--- src/rtl/nist_pkg.sv ---
// nist_pkg: shared types and codes for the neighbor interval statistics table
// no dependencies
`default_nettype none
package nist_pkg;
	typedef enum logic [2:0] {
		ST_UPDATED  = 3'd0,
		ST_ADDED    = 3'd1,
		ST_FULL     = 3'd2,
		ST_REMOVED  = 3'd3,
		ST_NOTFOUND = 3'd4
	} status_t;

	localparam logic ACT_UPDATE = 1'b0;
	localparam logic ACT_REMOVE = 1'b1;

	localparam logic [15:0] GAP_MAX = 16'hFFFF;
	localparam logic [7:0] WEIGHT_RESET = 8'd51;
	localparam logic [7:0] THRESH_RESET = 8'd3;

	localparam logic [1:0] REG_WEIGHT = 2'd0;
	localparam logic [1:0] REG_THRESH = 2'd1;

	typedef struct packed {
		logic        action;
		logic [15:0] addr;
		logic [31:0] seqno;
		logic [39:0] asn;
		logic        routing_child;
	} in_word_t;

	typedef struct packed {
		logic [2:0]  status;
		logic        paired;
		logic [4:0]  child_total;
		logic        unpaired_child;
		logic [4:0]  neighbor_count;
		logic [23:0] gap_mean;
		logic [39:0] gap_variance;
	} out_word_t;

	// multiply-accumulate request to the shared unit
	typedef struct packed {
		logic        start;
		logic [47:0] a;
		logic [7:0]  b;
		logic [55:0] acc;
	} mac_req_t;

	typedef struct packed {
		logic        done;
		logic [55:0] sum;
	} mac_rsp_t;
endpackage
`default_nettype wire

--- src/rtl/nist_if.sv ---
// nist_if: valid/ready channel carrying one word of a given type
// no dependencies; the payload type is a parameter
`default_nettype none
interface nist_if #(parameter type T = logic) (input wire logic clk);
	logic valid;
	logic ready;
	T     data;
	modport source (output valid, output data, input ready);
	modport sink (input valid, input data, output ready);
endinterface
`default_nettype wire

--- src/rtl/nist_mac.sv ---
// nist_mac: shared multiply-accumulate, 48x8 product built 8 bits per cycle
// depends on nist_pkg
`default_nettype none
module nist_mac (
	input  wire logic                clk,
	input  wire logic                arst_n,
	input  wire nist_pkg::mac_req_t  req,
	output nist_pkg::mac_rsp_t       rsp
);
	logic [2:0]  step_q;
	logic        busy_q;
	logic        done_q;
	logic [47:0] a_q;
	logic [7:0]  b_q;
	logic [55:0] acc_q;
	logic [15:0] part;

	// one 8x8 partial product a cycle
	assign part = a_q[7:0] * b_q;

	always_ff @(posedge clk or negedge arst_n) begin
		if (!arst_n) begin
			busy_q <= 1'b0;
			step_q <= '0;
			done_q <= 1'b0;
		end else begin
			done_q <= 1'b0;
			if (req.start) begin
				busy_q <= 1'b1;
				step_q <= '0;
			end else if (busy_q) begin
				if (step_q == 3'd5) begin
					busy_q <= 1'b0;
					done_q <= 1'b1;
				end
				step_q <= step_q + 3'd1;
			end
		end
	end

	always_ff @(posedge clk) begin
		if (req.start) begin
			a_q <= req.a;
			b_q <= req.b;
			acc_q <= req.acc;
		end else if (busy_q) begin
			acc_q <= acc_q + (56'(part) << (6'(step_q) * 6'd8));
			a_q <= a_q >> 8;
		end
	end
	assign rsp = {done_q, acc_q};
endmodule
`default_nettype wire

--- src/rtl/neighbor_interval_stats_table_core.sv ---
// neighbor_interval_stats_table_core: neighbor table with ewma gap statistics
// depends on nist_pkg, nist_if and nist_mac
//
// channel  dir  payload
// in_ch    in   action, addr, seqno, asn, routing_child
// out_ch   out  status, paired, counts, gap_mean, gap_variance
// apb      in   ewma_weight at 0x0, pair_threshold at 0x4
//
// one entry per cycle for the lookup and again for the child statistics; a word
// runs through the lookup and the decision, then for a refresh a write-back,
// preceded, when the gap statistics run, by six passes through the shared
// multiply-accumulate, then the child statistics and the output register; a new
// word is accepted only after the result is taken
// reset clears the state, valid bits, the live count and the apb registers; table contents are not cleared
// the output register holds until taken
`default_nettype none
module neighbor_interval_stats_table_core #(
	parameter int TABLE_ENTRIES = 16,
	parameter int ADDRESS_WIDTH = 16
) (
	input  wire logic        clk,
	input  wire logic        arst_n,
	nist_if.sink             in_ch,
	nist_if.source           out_ch,
	input  wire logic        psel,
	input  wire logic        penable,
	input  wire logic        pwrite,
	input  wire logic [2:0]  paddr,
	input  wire logic [31:0] pwdata,
	output logic [31:0]      prdata,
	output logic             pready
);
	localparam int IW = $clog2(TABLE_ENTRIES);
	localparam int CW = $clog2(TABLE_ENTRIES + 1);
	localparam int AW = (ADDRESS_WIDTH < 16) ? ADDRESS_WIDTH : 16;

	typedef enum logic [11:0] {
		S_IDLE  = 12'b000000000001,
		S_SCAN  = 12'b000000000010,
		S_DEC   = 12'b000000000100,
		S_M1    = 12'b000000001000,
		S_M2    = 12'b000000010000,
		S_Q1    = 12'b000000100000,
		S_Q2    = 12'b000001000000,
		S_V1    = 12'b000010000000,
		S_V2    = 12'b000100000000,
		S_WB    = 12'b001000000000,
		S_STAT  = 12'b010000000000,
		S_OUT   = 12'b100000000000
	} state_t;

	state_t state_q;
	logic [7:0] weight_q, thresh_q;

	// apb
	assign pready = 1'b1;
	always_ff @(posedge clk or negedge arst_n) begin
		if (!arst_n) begin
			weight_q <= nist_pkg::WEIGHT_RESET;
			thresh_q <= nist_pkg::THRESH_RESET;
		end else if (psel && penable && pwrite) begin
			case (paddr[2])
				nist_pkg::REG_WEIGHT[0]: weight_q <= pwdata[7:0];
				default: thresh_q <= pwdata[7:0];
			endcase
		end
	end
	always_comb begin
		case (paddr[2])
			nist_pkg::REG_WEIGHT[0]: prdata = {24'd0, weight_q};
			default: prdata = {24'd0, thresh_q};
		endcase
	end

	// table
	logic [TABLE_ENTRIES-1:0] valid_q;
	logic [AW-1:0]  addr_mem [TABLE_ENTRIES];
	logic [31:0]    first_mem [TABLE_ENTRIES];
	logic [31:0]    last_mem [TABLE_ENTRIES];
	logic           child_mem [TABLE_ENTRIES];
	logic [39:0]    slot_mem [TABLE_ENTRIES];
	logic [23:0]    mean_mem [TABLE_ENTRIES];
	logic [39:0]    var_mem [TABLE_ENTRIES];
	logic [CW-1:0]  live_q;

	nist_pkg::in_word_t  in_q;
	nist_pkg::out_word_t out_q;
	logic [IW:0] idx_q;
	logic [IW-1:0] hit_q, free_q;
	logic hit_ok_q, free_ok_q;
	logic [IW-1:0] ent;
	assign ent = idx_q[IW-1:0];

	// working copy of the touched entry
	logic [31:0] first_q, last_q;
	logic [39:0] slot_q;
	logic [23:0] mean_q;
	logic [39:0] var_q;
	logic [CW-1:0] kids_q;
	logic unp_q;

	logic [39:0] gap_full;
	logic [15:0] gap;
	logic do_stat, do_mac;

	// gap to the stored slot, saturated; slot_q stays put until the next lookup
	assign gap_full = in_q.asn - slot_q;
	assign gap = (gap_full > 40'(nist_pkg::GAP_MAX)) ? nist_pkg::GAP_MAX : gap_full[15:0];
	assign do_stat = (slot_q != '0) && (in_q.asn > slot_q) && hit_ok_q;
	// a zero mean is seeded directly, otherwise the ewma runs on the shared unit
	assign do_mac = do_stat && (mean_q != '0);

	nist_pkg::mac_req_t req;
	nist_pkg::mac_rsp_t rsp;
	nist_mac u_mac (.clk(clk), .arst_n(arst_n), .req(req), .rsp(rsp));

	logic [7:0] wc;
	logic wz;
	assign wc = 8'(9'd256 - {1'b0, weight_q});
	// a zero weight keeps the old value: 256*x is fed as (x << 8) * 1
	assign wz = (weight_q == 8'd0);
	logic [15:0] mi;
	logic [15:0] ad;
	always_comb begin
		// new mean straight from the accumulator while it is written back
		mi = (state_q == S_M2) ? rsp.sum[31:16] : mean_q[23:8];
		ad = (gap >= mi) ? gap - mi : mi - gap;
	end

	logic [31:0] adv;
	assign adv = last_mem[ent] - first_mem[ent];

	assign in_ch.ready = (state_q == S_IDLE);
	assign out_ch.valid = (state_q == S_OUT);
	assign out_ch.data = out_q;

	nist_pkg::out_word_t dec_word;
	always_comb begin
		dec_word = '0;
		if (in_q.action == nist_pkg::ACT_REMOVE) begin
			dec_word.status = hit_ok_q ? nist_pkg::ST_REMOVED : nist_pkg::ST_NOTFOUND;
		end else if (hit_ok_q) begin
			dec_word.status = nist_pkg::ST_UPDATED;
		end else if (free_ok_q) begin
			// a fresh entry has advanced by zero
			dec_word.status = nist_pkg::ST_ADDED;
			dec_word.paired = (thresh_q == 8'd0);
		end else begin
			dec_word.status = nist_pkg::ST_FULL;
		end
	end

	always_comb begin
		req = '0;
		case (state_q)
			S_DEC: begin
				req.start = do_mac;
				req.a = {24'd0, gap, 8'd0};
				req.b = weight_q;
				req.acc = 56'd128;
			end
			S_M1: begin
				req.start = rsp.done;
				req.a = wz ? {16'd0, mean_q, 8'd0} : {24'd0, mean_q};
				req.b = wz ? 8'd1 : wc;
				req.acc = rsp.sum;
			end
			// square of the deviation, low byte then high byte
			S_M2: begin
				req.start = rsp.done;
				req.a = {32'd0, ad};
				req.b = ad[7:0];
				req.acc = 56'd0;
			end
			S_Q1: begin
				req.start = rsp.done;
				req.a = {24'd0, ad, 8'd0};
				req.b = ad[15:8];
				req.acc = rsp.sum;
			end
			S_Q2: begin
				req.start = rsp.done;
				req.a = {8'd0, rsp.sum[31:0], 8'd0};
				req.b = weight_q;
				req.acc = 56'd128;
			end
			S_V1: begin
				req.start = rsp.done;
				req.a = wz ? {var_q, 8'd0} : {8'd0, var_q};
				req.b = wz ? 8'd1 : wc;
				req.acc = rsp.sum;
			end
			default: ;
		endcase
	end

	always_ff @(posedge clk or negedge arst_n) begin
		if (!arst_n) begin
			state_q <= S_IDLE;
			valid_q <= '0;
			live_q <= '0;
		end else begin
			case (state_q)
				S_IDLE: if (in_ch.valid) state_q <= S_SCAN;
				S_SCAN: if (idx_q == (IW+1)'(TABLE_ENTRIES - 1)) state_q <= S_DEC;
				S_DEC: begin
					state_q <= S_STAT;
					if (in_q.action == nist_pkg::ACT_REMOVE) begin
						if (hit_ok_q) begin
							valid_q[hit_q] <= 1'b0;
							if (live_q != '0) live_q <= live_q - CW'(1);
						end
					end else if (hit_ok_q) begin
						state_q <= do_mac ? S_M1 : S_WB;
					end else if (free_ok_q) begin
						valid_q[free_q] <= 1'b1;
						live_q <= live_q + CW'(1);
					end
				end
				S_M1: if (rsp.done) state_q <= S_M2;
				S_M2: if (rsp.done) state_q <= S_Q1;
				S_Q1: if (rsp.done) state_q <= S_Q2;
				S_Q2: if (rsp.done) state_q <= S_V1;
				S_V1: if (rsp.done) state_q <= S_V2;
				S_V2: if (rsp.done) state_q <= S_WB;
				S_WB: state_q <= S_STAT;
				S_STAT: if (idx_q == (IW+1)'(TABLE_ENTRIES - 1)) state_q <= S_OUT;
				S_OUT: if (out_ch.ready) state_q <= S_IDLE;
				default: state_q <= S_IDLE;
			endcase
		end
	end

	always_ff @(posedge clk) begin
		case (state_q)
			S_IDLE: begin
				in_q <= in_ch.data;
				idx_q <= '0;
				hit_ok_q <= 1'b0;
				free_ok_q <= 1'b0;
			end
			S_SCAN: begin
				if (valid_q[ent] && addr_mem[ent] == in_q.addr[AW-1:0] && !hit_ok_q) begin
					hit_ok_q <= 1'b1;
					hit_q <= ent;
					first_q <= first_mem[ent];
					last_q <= last_mem[ent];
					slot_q <= slot_mem[ent];
					mean_q <= mean_mem[ent];
					var_q <= var_mem[ent];
				end
				if (!valid_q[ent] && !free_ok_q) begin
					free_ok_q <= 1'b1;
					free_q <= ent;
				end
				idx_q <= idx_q + (IW+1)'(1);
			end
			S_DEC: begin
				idx_q <= '0;
				kids_q <= '0;
				unp_q <= 1'b0;
				out_q <= dec_word;
				if (in_q.action == nist_pkg::ACT_UPDATE) begin
					if (hit_ok_q) begin
						if (in_q.seqno > last_q) last_q <= in_q.seqno;
						if (do_stat && mean_q == '0) begin
							mean_q <= {gap, 8'd0};
							var_q <= '0;
						end
					end else if (free_ok_q) begin
						addr_mem[free_q] <= in_q.addr[AW-1:0];
						first_mem[free_q] <= in_q.seqno;
						last_mem[free_q] <= in_q.seqno;
						child_mem[free_q] <= in_q.routing_child;
						slot_mem[free_q] <= in_q.asn;
						mean_mem[free_q] <= '0;
						var_mem[free_q] <= '0;
					end
				end
			end
			S_M2: if (rsp.done) mean_q <= 24'(rsp.sum >> 8);
			S_V2: if (rsp.done) var_q <= 40'(rsp.sum >> 8);
			S_WB: begin
				last_mem[hit_q] <= last_q;
				slot_mem[hit_q] <= in_q.asn;
				mean_mem[hit_q] <= mean_q;
				var_mem[hit_q] <= var_q;
				out_q.status <= nist_pkg::ST_UPDATED;
				out_q.paired <= ((last_q - first_q) >= {24'd0, thresh_q});
				out_q.gap_mean <= mean_q;
				out_q.gap_variance <= var_q;
			end
			S_STAT: begin
				if (valid_q[ent] && child_mem[ent]) begin
					kids_q <= kids_q + CW'(1);
					if (adv < {24'd0, thresh_q}) unp_q <= 1'b1;
				end
				idx_q <= idx_q + (IW+1)'(1);
				if (idx_q == (IW+1)'(TABLE_ENTRIES - 1)) begin
					out_q.child_total <= (kids_q + CW'(valid_q[ent] && child_mem[ent])) > CW'(31)
						? 5'd31 : 5'(kids_q + CW'(valid_q[ent] && child_mem[ent]));
					out_q.unpaired_child <= unp_q ||
						(valid_q[ent] && child_mem[ent] && adv < {24'd0, thresh_q});
					out_q.neighbor_count <= (live_q > CW'(31)) ? 5'd31 : 5'(live_q);
				end
			end
			default: ;
		endcase
	end

	check_out_hold: assert property (@(posedge clk) disable iff (!arst_n)
		out_ch.valid && !out_ch.ready |=> out_ch.valid && $stable(out_ch.data))
		else $error("result changed while stalled");
	check_busy: assert property (@(posedge clk) disable iff (!arst_n)
		out_ch.valid |-> !in_ch.ready)
		else $error("input taken while result pending");
	check_live: assert property (@(posedge clk) disable iff (!arst_n)
		live_q == CW'($countones(valid_q)))
		else $error("live count disagrees with valid bits");
endmodule
`default_nettype wire
--- src/flat_wrapper.sv ---
// flat-port wrapper written by rule: the top's interface ports become plain ports
module neighbor_interval_stats_table_core_flat 
#(
	parameter int TABLE_ENTRIES = 16,
	parameter int ADDRESS_WIDTH = 16
)
  (clk, arst_n, psel, penable, pwrite, paddr, pwdata, prdata, pready, in_ch_valid, in_ch_data, in_ch_ready, out_ch_valid, out_ch_data, out_ch_ready);
  nist_if in_ch_i (.clk(clk));
  nist_if out_ch_i (.clk(clk));
  input  wire logic clk;
  input  wire logic arst_n;
  input  wire logic psel;
  input  wire logic penable;
  input  wire logic pwrite;
  input  wire logic [2:0] paddr;
  input  wire logic [31:0] pwdata;
  output logic [31:0] prdata;
  output logic pready;
  input wire logic [$bits(in_ch_i.valid)-1:0] in_ch_valid;
  input wire logic [$bits(in_ch_i.data)-1:0] in_ch_data;
  output wire logic [$bits(in_ch_i.ready)-1:0] in_ch_ready;
  output wire logic [$bits(out_ch_i.valid)-1:0] out_ch_valid;
  output wire logic [$bits(out_ch_i.data)-1:0] out_ch_data;
  input wire logic [$bits(out_ch_i.ready)-1:0] out_ch_ready;
  assign in_ch_i.valid = in_ch_valid;
  assign in_ch_i.data = in_ch_data;
  assign in_ch_ready = in_ch_i.ready;
  assign out_ch_valid = out_ch_i.valid;
  assign out_ch_data = out_ch_i.data;
  assign out_ch_i.ready = out_ch_ready;
  neighbor_interval_stats_table_core #(.TABLE_ENTRIES(TABLE_ENTRIES), .ADDRESS_WIDTH(ADDRESS_WIDTH)) u_core (.clk(clk), .arst_n(arst_n), .in_ch(in_ch_i), .out_ch(out_ch_i), .psel(psel), .penable(penable), .pwrite(pwrite), .paddr(paddr), .pwdata(pwdata), .prdata(prdata), .pready(pready));
endmodule
--- config.mk ---
export PLATFORM = sky130hd
export DESIGN_NAME = neighbor_interval_stats_table_core_flat
export DESIGN_NICKNAME = d
export VERILOG_FILES = /design/src/rtl/nist_pkg.sv /design/src/rtl/nist_if.sv /design/src/rtl/nist_mac.sv /design/src/rtl/neighbor_interval_stats_table_core.sv /design/src/flat_wrapper.sv
export SDC_FILE = /design/constraint.sdc
export NUM_CORES = 1
export LEC_CHECK = 0
export ABC_CLOCK_PERIOD_IN_PS = 6800
export BUFFER_PORTS_ARGS = -buffer_cell sky130_fd_sc_hd__buf_2
export CAP_MARGIN = 15
export CORE_MARGIN = 2
export CORE_UTILIZATION = 40
export DETAILED_ROUTE_END_ITERATION = 8
export PLACE_DENSITY = 0.69
export SYNTH_ARGS = -nofsm -noshare
export SYNTH_HDL_FRONTEND = slang
export SYNTH_SLANG_ARGS = --single-unit
--- constraint.sdc ---
create_clock -name clk -period 6.8 [get_ports clk]
set_input_delay 2.04 -clock clk [delete_from_list [all_inputs] [get_ports clk]]
set_output_delay 2.04 -clock clk [all_outputs]
set_load 0.05 [all_outputs]
Word level (Yosys, flattened, before mapping) --
Memory sizes are Yosys's and may differ from the RTL's. A register that Yosys moved wholly into a read port is not among the register bits. Cells that the tools add are included.
Operators by class: reduce and logical (&&, ||, !) cells 40, equal/unequal tests 31, multiplexer cells 69, bitwise gates (word level) 3, multipliers 1, shift operators 1, $add $sub $neg 7, order comparisons 6
Operators with widths (number):
- one-hot mux 113 bit (6 select lines) | 1
- 2-to-1 mux 40 bit | 5
- 2-to-1 mux 48 bit | 3
- one-hot mux 12 bit (12 select lines) | 1
- 2-to-1 mux 12 bit | 11
- 2-to-1 mux 24 bit | 5
- one-hot mux 40 bit (3 select lines) | 1
- 2-to-1 mux 56 bit | 2
- 2-to-1 mux 16 bit | 5
- one-hot mux 24 bit (3 select lines) | 1
- adder 56 bit | 1
- << shifter 16 x 6 -> 56 bit | 1
- > comparator 1 x 40 -> 1 bit (first input constant) | 1
- > comparator 40 x 16 -> 1 bit (second input constant) | 1
- nonzero test 40 bit | 1
- OR reduction 40 bit | 1
- subtractor 1 x 40 -> 40 bit (first input constant) | 1
- 2-to-1 mux 32 bit | 1
- subtractor 16 bit | 2
- zero test 24 bit | 1
- nonzero test 24 bit | 1
- OR reduction 24 bit | 1
- != test 2 bit (second input constant) | 10
- 2-to-1 mux 1 bit | 18
- 44 further kinds | 82
Storage, ports and cells: input port bits 43, memories 2, bits in registers 281, RAM bits 1024, word-level logic and storage cells 179, output and inout bits 36
Memories:
- u_core.var_mem | depth 16, bits a word 40, read ports 1, clocked after memory_dff 1, write ports 1, RTL line neighbor_interval_stats_table_core.sv:83 | logic [39:0] var_mem [TABLE_ENTRIES];
- u_core.mean_mem | depth 16, bits a word 24, read ports 1, clocked after memory_dff 1, write ports 1, RTL line neighbor_interval_stats_table_core.sv:82 | logic [23:0] mean_mem [TABLE_ENTRIES];

Logic depth before layout (Yosys ltp) --
Gate-level depths: netlist of the first run.
depth in word-level cells 8, mapped depth 7, mapped depth without buffers 7

Least setup slack after synthesis of the first run --
OpenSTA, ideal clock, no wires.
path type input -> output, from in paddr[2], to out prdata[0], cell stages on the path 2, arrival 2.834 ns, slack 1.926 ns, path buffers 1, cells stage by stage clkbuf_1 > mux2_2
On the way: longest elaborated chain between the ends 1
RTL lines:
- start: declaration | RTL line flat_wrapper.sv:15 | input wire logic [2:0] paddr;
- 2-to-1 mux 8 bit | RTL line neighbor_interval_stats_table_core.sv:69 | case (paddr[2])
- end: declaration | RTL line flat_wrapper.sv:17 | output logic [31:0] prdata;
Every way passes these cells.

Final worst setup path of the first run --
from in paddr[2], to out prdata[2]
Same word-level chain as after synthesis.

==> impl_metrics.yaml, run 1 <==
run_status:
  status: "finished clean"
detailed_routing:
  drc: 0
  wl_per_cell_um: 14.8
  first_pass_iters: 4
  avgViaCountPerCell: 5.19
  drtIter0Drc: 131
  vias: 2216
  routed_wl_um: 6340
  ant_nets: 0
clock_tree:
  clockBufferDepth: 2
  cts_resized: 0
  clock-sinks: 75
  cts_made_buffers: 9
  cts.hold.buffers_added: 0
  htree_levels: 3
  post-cts-setup-buffers: 0
  clk-insertion-delay-late_ps: 340
  cts_tree: "yes"
  root_buffer: "clkbuf_8"
  clk_pin_slew_ps: 60
sta:
  fin_skew_ps: 8.72
  setup-violations-final: 0
  hold_viol: 0
  post-route-period-util_pct: 71.8
  rsz0062_at_grt: "false"
  max-slew-margin-rel_pct: 41.6
  maxSlewViolCount: 0
  worstMarginPinSlew_ps: 876
  finalSetupTns_ps: 0
  finalCriticalPeriod_ps: 4880
  fmax_mhz: 205
worst_setup_path:
  cpMostUsedCell: "buf_2"
  cp.arrival_ps: 2840
  slowest_stage: "mux2_2"
  crit_path_max_incr_delay_ps: 370
  end_kind: "output pin"
  critPathMaxFanout: 10
  path_class: "in2out"
  crit_chain: "buf_2 > mux2_2 > buf_2"
  startpoint_type: "input port"
  cp.required_ps: 4760
synthesis:
  ys_ff_latch: 75
  synthFlopType: "edfxtp_1"
  synth_top_area_cell: "edfxtp_1"
  synth.avg_cell_area_um2: 12.7
  synth.most_common_cell: "edfxtp_1"
  syn-cell-area_um2: 3660
  ys_top_cells_by_count: "edfxtp_1 (33), dfrtp_1 (31), buf_4 (25), mux2_2 (24), nor2_1 (21)"
  synth.distinct_cells: 58
  yosysTopAreaCellShare_pct: 27.0
  synth_edf_count: 33
  yosysWarnings: 0
  ys_seq_area_share_pct: 55.4
  synth_area_leaders: "edfxtp_1 (27%), dfrtp_1 (21%), mux2_2 (7.4%)"
  async_flop_share_pct: 50.7
  netlist_instances: 288
floorplanning:
  die_w_um: 99.7
  die-height_um: 99.7
  die_area_um2: 9940
  ios: 79
  rows: 34
  initial_core_util_pct: 41.6
  coreArea_um2: 8810
global_routing:
  antenna_found_initial: 0
  grt_pass1_vias: 2152
  grt_start_max_net_pins: 39
  grt_pass1_wl_um: 10600
  groute.usage.overall_pct: 14.0
  overflow: 0
layout:
  area_growth_pct: 8.09
  fin_nets: 359
  final_util_pct: 45.0
  drive_gt1_share_pct: 26.6
  diodes: 0
run:
  maxCapViolations: 0
placed_design:
  routabilityCongestion: 0.872
  port_buffers: 26
  hpwlAfterDp_um: 4620
pwr:
  leakagePower_nw: 1.61
  power_density_nw_per_um2: 366
  ir_drop_mv: 0.161
hold_path:
  min_path_type: "reg2reg"
[power by group]
part	switching (mW)	leakage [nW]	internal (mW)
logic	0.272	0.720	0.172
registers	0.102	0.799	0.593
clock network	0.156	0.0915	0.154
total	0.530	1.61	0.920
[critical path, delay by kind of cell]
family	cells	cell delay (ps)
buffers and inverters	2	430
multiplexers	1	370
[cells in the final DEF, fill, tap and decap left out, types with 3 or more instances in the layout]
cell,Yosys,routed
dfstp_2,7,7
nor3_1,12,12
buf_2,1,26
nor3b_1,3,3
xor2_1,3,3
nand2b_1,6,6
edfxtp_1,33,33
o21bai_1,9,9
mux2_2,24,24
a31oi_1,5,5
a21o_1,7,7
nand2_1,7,7
clkbuf_8,0,9
mux4_1,3,3
nor2b_1,3,3
nor4_1,3,3
and2_1,4,4
dfrtp_1,31,31
nand3_1,6,6
o21ai_1,3,3
and3_1,3,3
nor2_1,21,21
dfxtp_1,4,4
mux4_2,7,7
a21oi_1,6,6
conb_1,2,25
inv_1,7,7
[flip-flops by register name (all words and copies together) (netlist names), named ones only]
register            cells
u_core.free_ok_q        1
u_core.thresh_q         8
u_core.valid_q         16
u_core.out_ch.data      1
u_core.weight_q         8
u_core.state_q          6
u_core.hit_ok_q         1
u_core.idx_q            5
u_core.free_q           4
u_core.hit_q            4
u_core.var_mem         16
u_core.var_q            1
[stage by stage]
stage	cell area (µm²)	setup slack (ps)	instances	total power, mW	hold WS (ps)
final	3960	1920	427	1.45	448
after CTS	3960	1910	427	1.47	451
after detailed placement	3780	1910	411	1.15	436
after floorplan	3750	1930	311	1.07	420
after global placement	3780	1910	411	1.14	432
after global routing	3960	1890	427	1.54	464
[worst paths after layout]
kind	slack [ps]	start	end	cells after the start
worst max-delay path	1920	paddr[2]	prdata[2]	3
worst min register to register	450	u_core.valid_q[1]	u_core.valid_q[1]	1
min in group asynchronous	1800	arst_n	u_core.valid_q[6]	1
worst max register to register	4160	u_core.idx_q[0]	u_core.free_q[1]	3
max in group asynchronous	4430	arst_n	u_core.state_q[9]	1
worst min-delay path	450	u_core.valid_q[1]	u_core.valid_q[1]	1
[routing by layer]
layer,GRT usage (%),share of wire [%]
met4,5.16,1.3
met5,0,0
met1,17.8,44
met2,22.5,49
met3,4.50,5.9
[logic make-up after synthesis]
logic type,Yosys count,share of synthesized area [%]
simple gates,82,12.7
flops,75,55.4
compound gates,46,8.78
buf+inv,43,7.41
mux,34,13.8
xor+xnor,4,0.956
fa+ha+maj,2,0.683
other cells,2,0.205
[layout make-up]
type                            count  area [µm²]
Clock buffer                       12         156
Timing Repair Buffer               26         130
Fill cell                         807        4850
Sequential cell                    75        2030
Inverter                            9        33.8
Clock inverter                      4        26.3
Tap cell                          108         135
Multi-Input combinational cell    193        1450
No activity file was read; power rests on OpenSTA's default activity.
==> inputs of run 2 (changes only) <==
Settings changed: ABC_CLOCK_PERIOD_IN_PS 6800 to 4350, PLACE_DENSITY 0.69 to 0.71.
Clock period 6.8 ns to 4.35 ns, I/O delays scaled along.
==> impl_metrics.yaml, run 2 (synthesized netlist as in run 1, its figures left out) <==
detailed_routing:
  drtIter0Drc: 145
  first_pass_iters: 4
  avgViaCountPerCell: 5.15
  drc: 0
  vias: 2198
  wl_per_cell_um: 14.9
  routed_wl_um: 6360
  ant_nets: 0
sta:
  worstMarginPinSlew_ps: 843
  hold_ws_ps: 448
  finalSetupTns_ps: 0
  rsz0062_at_grt: "false"
  setup-violations-final: 0
  maxSlewViolCount: 0
  fin_skew_ps: 9.66
  fmax_mhz: 293
  hold_viol: 0
  max-slew-margin-rel_pct: 43.7
  post-route-period-util_pct: 78.5
  finalCriticalPeriod_ps: 3420
  fin_ws_ps: 934
clock_tree:
  htree_levels: 3
  root_buffer: "clkbuf_8"
  cts_tree: "yes"
  cts_resized: 0
  clk_pin_slew_ps: 70
  cts_made_buffers: 9
  cts.hold.buffers_added: 0
  clockBufferDepth: 2
  clk-insertion-delay-late_ps: 350
  clock-sinks: 75
  post-cts-setup-buffers: 0
worst_setup_path:
  critPathMaxFanout: 10
  rr_startpoint: "u_core.idx_q[0]"
  crit_start: "paddr[2]"
  startpoint_type: "input port"
  cp.required_ps: 3040
  end_kind: "output pin"
  cp.arrival_ps: 2110
  ff2ff_setup_slack_ps: 1700
  path_class: "in2out"
global_routing:
  antenna_found_initial: 0
  grt_start_max_net_pins: 39
  groute.usage.overall_pct: 14.0
  grt_pass1_wl_um: 10800
  overflow: 0
  grt_pass1_vias: 2237
layout:
  design_area_um2: 4010
  drive_gt1_share_pct: 26.3
  final_cells: 427
  final_cell_mix: "edfxtp_1 (33), dfrtp_1 (31), buf_2 (26)"
  area_growth_pct: 9.46
  diodes: 0
  layout_commonest_cell: "edfxtp_1"
  final_util_pct: 45.5
  fin_nets: 359
  top_regs: "u_core.valid_q (16), u_core.var_mem (16)"
placed_design:
  hpwlAfterDp_um: 4650
  routabilityCongestion: 0.786
  placed_cell_area_um2: 3780
  dp.cells: 411
  dp_slack_ps: 932
  port_buffers: 26
hold_path:
  min_path_type: "reg2reg"
  hp-start: "u_core.valid_q[8]"
pwr:
  finalPower_mw: 2.41
  ir_drop_mv: 0.307
  leakagePower_nw: 1.63
  power_density_nw_per_um2: 601
floorplanning:
  die_area_um2: 9940
  coreArea_um2: 8810
  initial_core_util_pct: 41.6
  ios: 79
  rows: 34
  die_w_um: 99.7
  die-height_um: 99.7
run:
  maxCapViolations: 0
run_status:
  status: "finished clean"
-- run 2: cell count changes in the layout (fill, tap and decap cells not counted) --
cell       previous run  this run
clkinv_4              1         0
clkinv_2              2         0
clkbuf_16             1         0
bufinv_16             0         3
clkinv_1              1         2
-- run 2: report_power, final --
part | switching [mW] | internal (mW)
clock | 0.243 | 0.380
combinational | 0.431 | 0.269
sequential | 0.157 | 0.928
-- run 2: worst max-delay path: stages --
cell and delay, ps:
buf_2 220, mux2_2 370, buf_2 210
-- run 2: layout make-up --
class,instances,area (µm²)
Clock buffer,11,131
Clock inverter,5,101
Fill cell,818,4800
Inverter,9,33.8
Multi-Input combinational cell,193,1450
Sequential cell,75,2030
Tap cell,108,135
Timing Repair Buffer,26,130
-- run 2: metal layers --
metal | part of all wire [%] | routed length, µm | global-route usage (%) | vias up
li1 | - | - | - | 1067
met1 | 45 | 2840 | 17.1 | 1073
met2 | 49 | 3140 | 23.3 | 50
met3 | 4.5 | 286 | 4.71 | 8
met4 | 1.4 | 91 | 4.74 | 0
met5 | 0 | 0 | 0 | -
-- run 2: path summary, 6_finish.rpt --
kind	to	cells after the start
max reg2reg	u_core.free_q[3]	3
min	u_core.valid_q[8]	1
min reg2reg	u_core.valid_q[8]	1
max in group asynchronous	u_core.state_q[11]	1
min in group asynchronous	u_core.valid_q[6]	1
max	prdata[6]	3
==> inputs of run 3 (changes only) <==
Settings changed: ABC_AREA set to 1, ABC_CLOCK_PERIOD_IN_PS 4350 to 2830.
Clock period 4.35 ns to 2.83 ns, I/O delays scaled along.
==> impl_metrics.yaml, run 3 <==
worst_setup_path:
  path_depth: 5
  crit_chain: "buf_2 > inv_2 > nand2_1 > nand2_1 > buf_2"
  path_buf_inv: 3
  slowest_stage: "buf_2"
  cpLargestDelayFamily: "buffers and inverters"
  critPathMaxFanout: 10
  cp.arrival_ps: 1580
  r2r_cells: 7
  path_class: "in2out"
  end_kind: "output pin"
  cp.required_ps: 1980
  crit_path_max_incr_delay_ps: 260
  startpoint_type: "input port"
synthesis:
  synth.avg_cell_area_um2: 8.69
  synth_edf_count: 33
  ys_ff_latch: 75
  syn-cell-area_um2: 3690
  netlist_instances: 424
  async_flop_share_pct: 50.7
  synthFlopType: "edfxtp_1"
  synth.distinct_cells: 33
  synth_area_leaders: "edfxtp_1 (27%), dfrtp_1 (21%), nand2_1 (12%)"
  yosysTopAreaCellShare_pct: 26.9
  synth.most_common_cell: "nand2_1"
  yosysWarnings: 0
  synth_top_area_cell: "edfxtp_1"
  ys_seq_area_share_pct: 55.1
  ys_top_cells_by_count: "nand2_1 (119), inv_1 (54), nor2_1 (35), edfxtp_1 (33), dfrtp_1 (31)"
detailed_routing:
  drc: 0
  first_pass_iters: 5
  wl_per_cell_um: 11.7
  avgViaCountPerCell: 4.71
  routed_wl_um: 6640
  ant_nets: 0
  drtIter0Drc: 184
  vias: 2678
layout:
  fin_nets: 498
  drive_gt1_share_pct: 16.4
  top_regs: "u_core.valid_q (16), u_core.var_mem (16)"
  layout_commonest_cell: "nand2_1"
  diodes: 0
  area_growth_pct: 9.37
  final_cells: 569
  final_cell_mix: "nand2_1 (119), inv_1 (54), nor2_1 (35)"
  final.fill_count: 875
sta:
  setup-violations-final: 0
  rsz0062_at_grt: "false"
  finalCriticalPeriod_ps: 2430
  hold_viol: 0
  fmax_mhz: 412
  fin_ws_ps: 404
  fin_skew_ps: 15.6
  maxSlewViolCount: 0
  max-slew-margin-rel_pct: 41.8
  finalSetupTns_ps: 0
  post-route-period-util_pct: 85.7
  worstMarginPinSlew_ps: 869
pwr:
  power_density_nw_per_um2: 884
  ir_drop_mv: 0.275
  finalPower_mw: 3.56
  leakagePower_nw: 1.99
placed_design:
  dp_slack_ps: 408
  dp.cells: 553
  port_buffers: 26
  routabilityCongestion: 0.867
  hpwlAfterDp_um: 4750
clock_tree:
  cts_tree: "yes"
  cts_resized: 0
  htree_levels: 3
  cts.hold.buffers_added: 0
  cts_made_buffers: 9
  post-cts-setup-buffers: 0
  clockBufferDepth: 2
  clk_pin_slew_ps: 70
  clk-insertion-delay-late_ps: 360
  clock-sinks: 75
  root_buffer: "clkbuf_8"
global_routing:
  overflow: 0
  grt_start_max_net_pins: 39
  use_met2_pct: 23.1
  grt_pass1_wl_um: 11400
  grt_util_met1_pct: 18.9
  top_usage_layer: "met2"
  grt_pass1_vias: 2486
  groute.usage.overall_pct: 14.5
  antenna_found_initial: 0
  use_met3_pct: 3.41
hold_path:
  holdPathStages: 2
  min_path_type: "reg2reg"
floorplanning:
  rows: 35
  die_area_um2: 10000
  initial_core_util_pct: 40.5
  coreArea_um2: 9110
  die-height_um: 100
  ios: 79
  die_w_um: 100
run_status:
  status: "finished clean"
run:
  maxCapViolations: 0
[run 3: path summary, 6_finish.rpt]
kind,endpoint,slack (ps),startpoint
min reg2reg,u_core.valid_q[15],460,u_core.valid_q[15]
max reg2reg,u_core.var_mem[9][0],820,u_core.state_q[1]
max,prdata[4],400,paddr[2]
min,u_core.valid_q[15],460,u_core.valid_q[15]
min in group asynchronous,u_core.valid_q[1],600,arst_n
max in group asynchronous,u_core.state_q[11],1720,arst_n
[run 3: layer usage]
metal  share of wire, %  up-vias
li1                   -     1349
met1                 46     1248
met2                 48       71
met3                4.9       10
met4                1.7        0
met5                  0        -
[run 3: cell type report]
| cell class | instances | area [µm²] | share of cell area, % |
|---|---|---|---|
| Multi-Input combinational cell | 276 | 1280 | 31.7 |
| Tap cell | 111 | 139 | 3.45 |
| Timing Repair Buffer | 27 | 138 | 3.41 |
| Clock buffer | 13 | 191 | 4.75 |
| Clock inverter | 3 | 16.3 | 0.403 |
| Inverter | 64 | 240 | 5.96 |
| Sequential cell | 75 | 2030 | 50.4 |
[run 3: stage by stage]
| step | hold slack, ps | util, % | cell area (µm²) |
|---|---|---|---|
| 2_1_floorplan | 424 | - | 3770 |
| 3_3_place_gp | 438 | 42.0 | 3820 |
| 3_5_place_dp | 441 | 42.0 | 3820 |
| 4_1_cts | 459 | 44.3 | 4030 |
| 5_1_grt | 475 | 44.3 | 4030 |
| 6_report | 460 | 44.3 | 4030 |
[run 3: kinds of logic after synthesis]
kind of cell | count (synthesis) | share of synthesized area, %
other cells | 2 | 0.204
fa+ha+maj | 2 | 0.679
simple gates | 202 | 24.2
xor+xnor | 2 | 0.475
buf+inv | 96 | 12.6
compound gates | 45 | 6.72
flops | 75 | 55.1
[run 3: worst reg2reg max path: stages (launching register included)]
cell	delay, ps
dfrtp_1	420
nor2_4	200
nand3_2	170
inv_2	90
nand3_2	280
nand2_2	250
nand2_1	170
nor2_1	160
[run 3: power breakdown]
part / switching (mW) / internal (mW) / leakage [nW] / total [mW]
Sequential: 0.175 / 1.41 / 0.857 / 1.58
Clock: 0.387 / 0.447 / 0.110 / 0.835
Combinational: 0.828 / 0.317 / 1.02 / 1.15
Total: 1.39 / 2.17 / 1.99 / 3.56
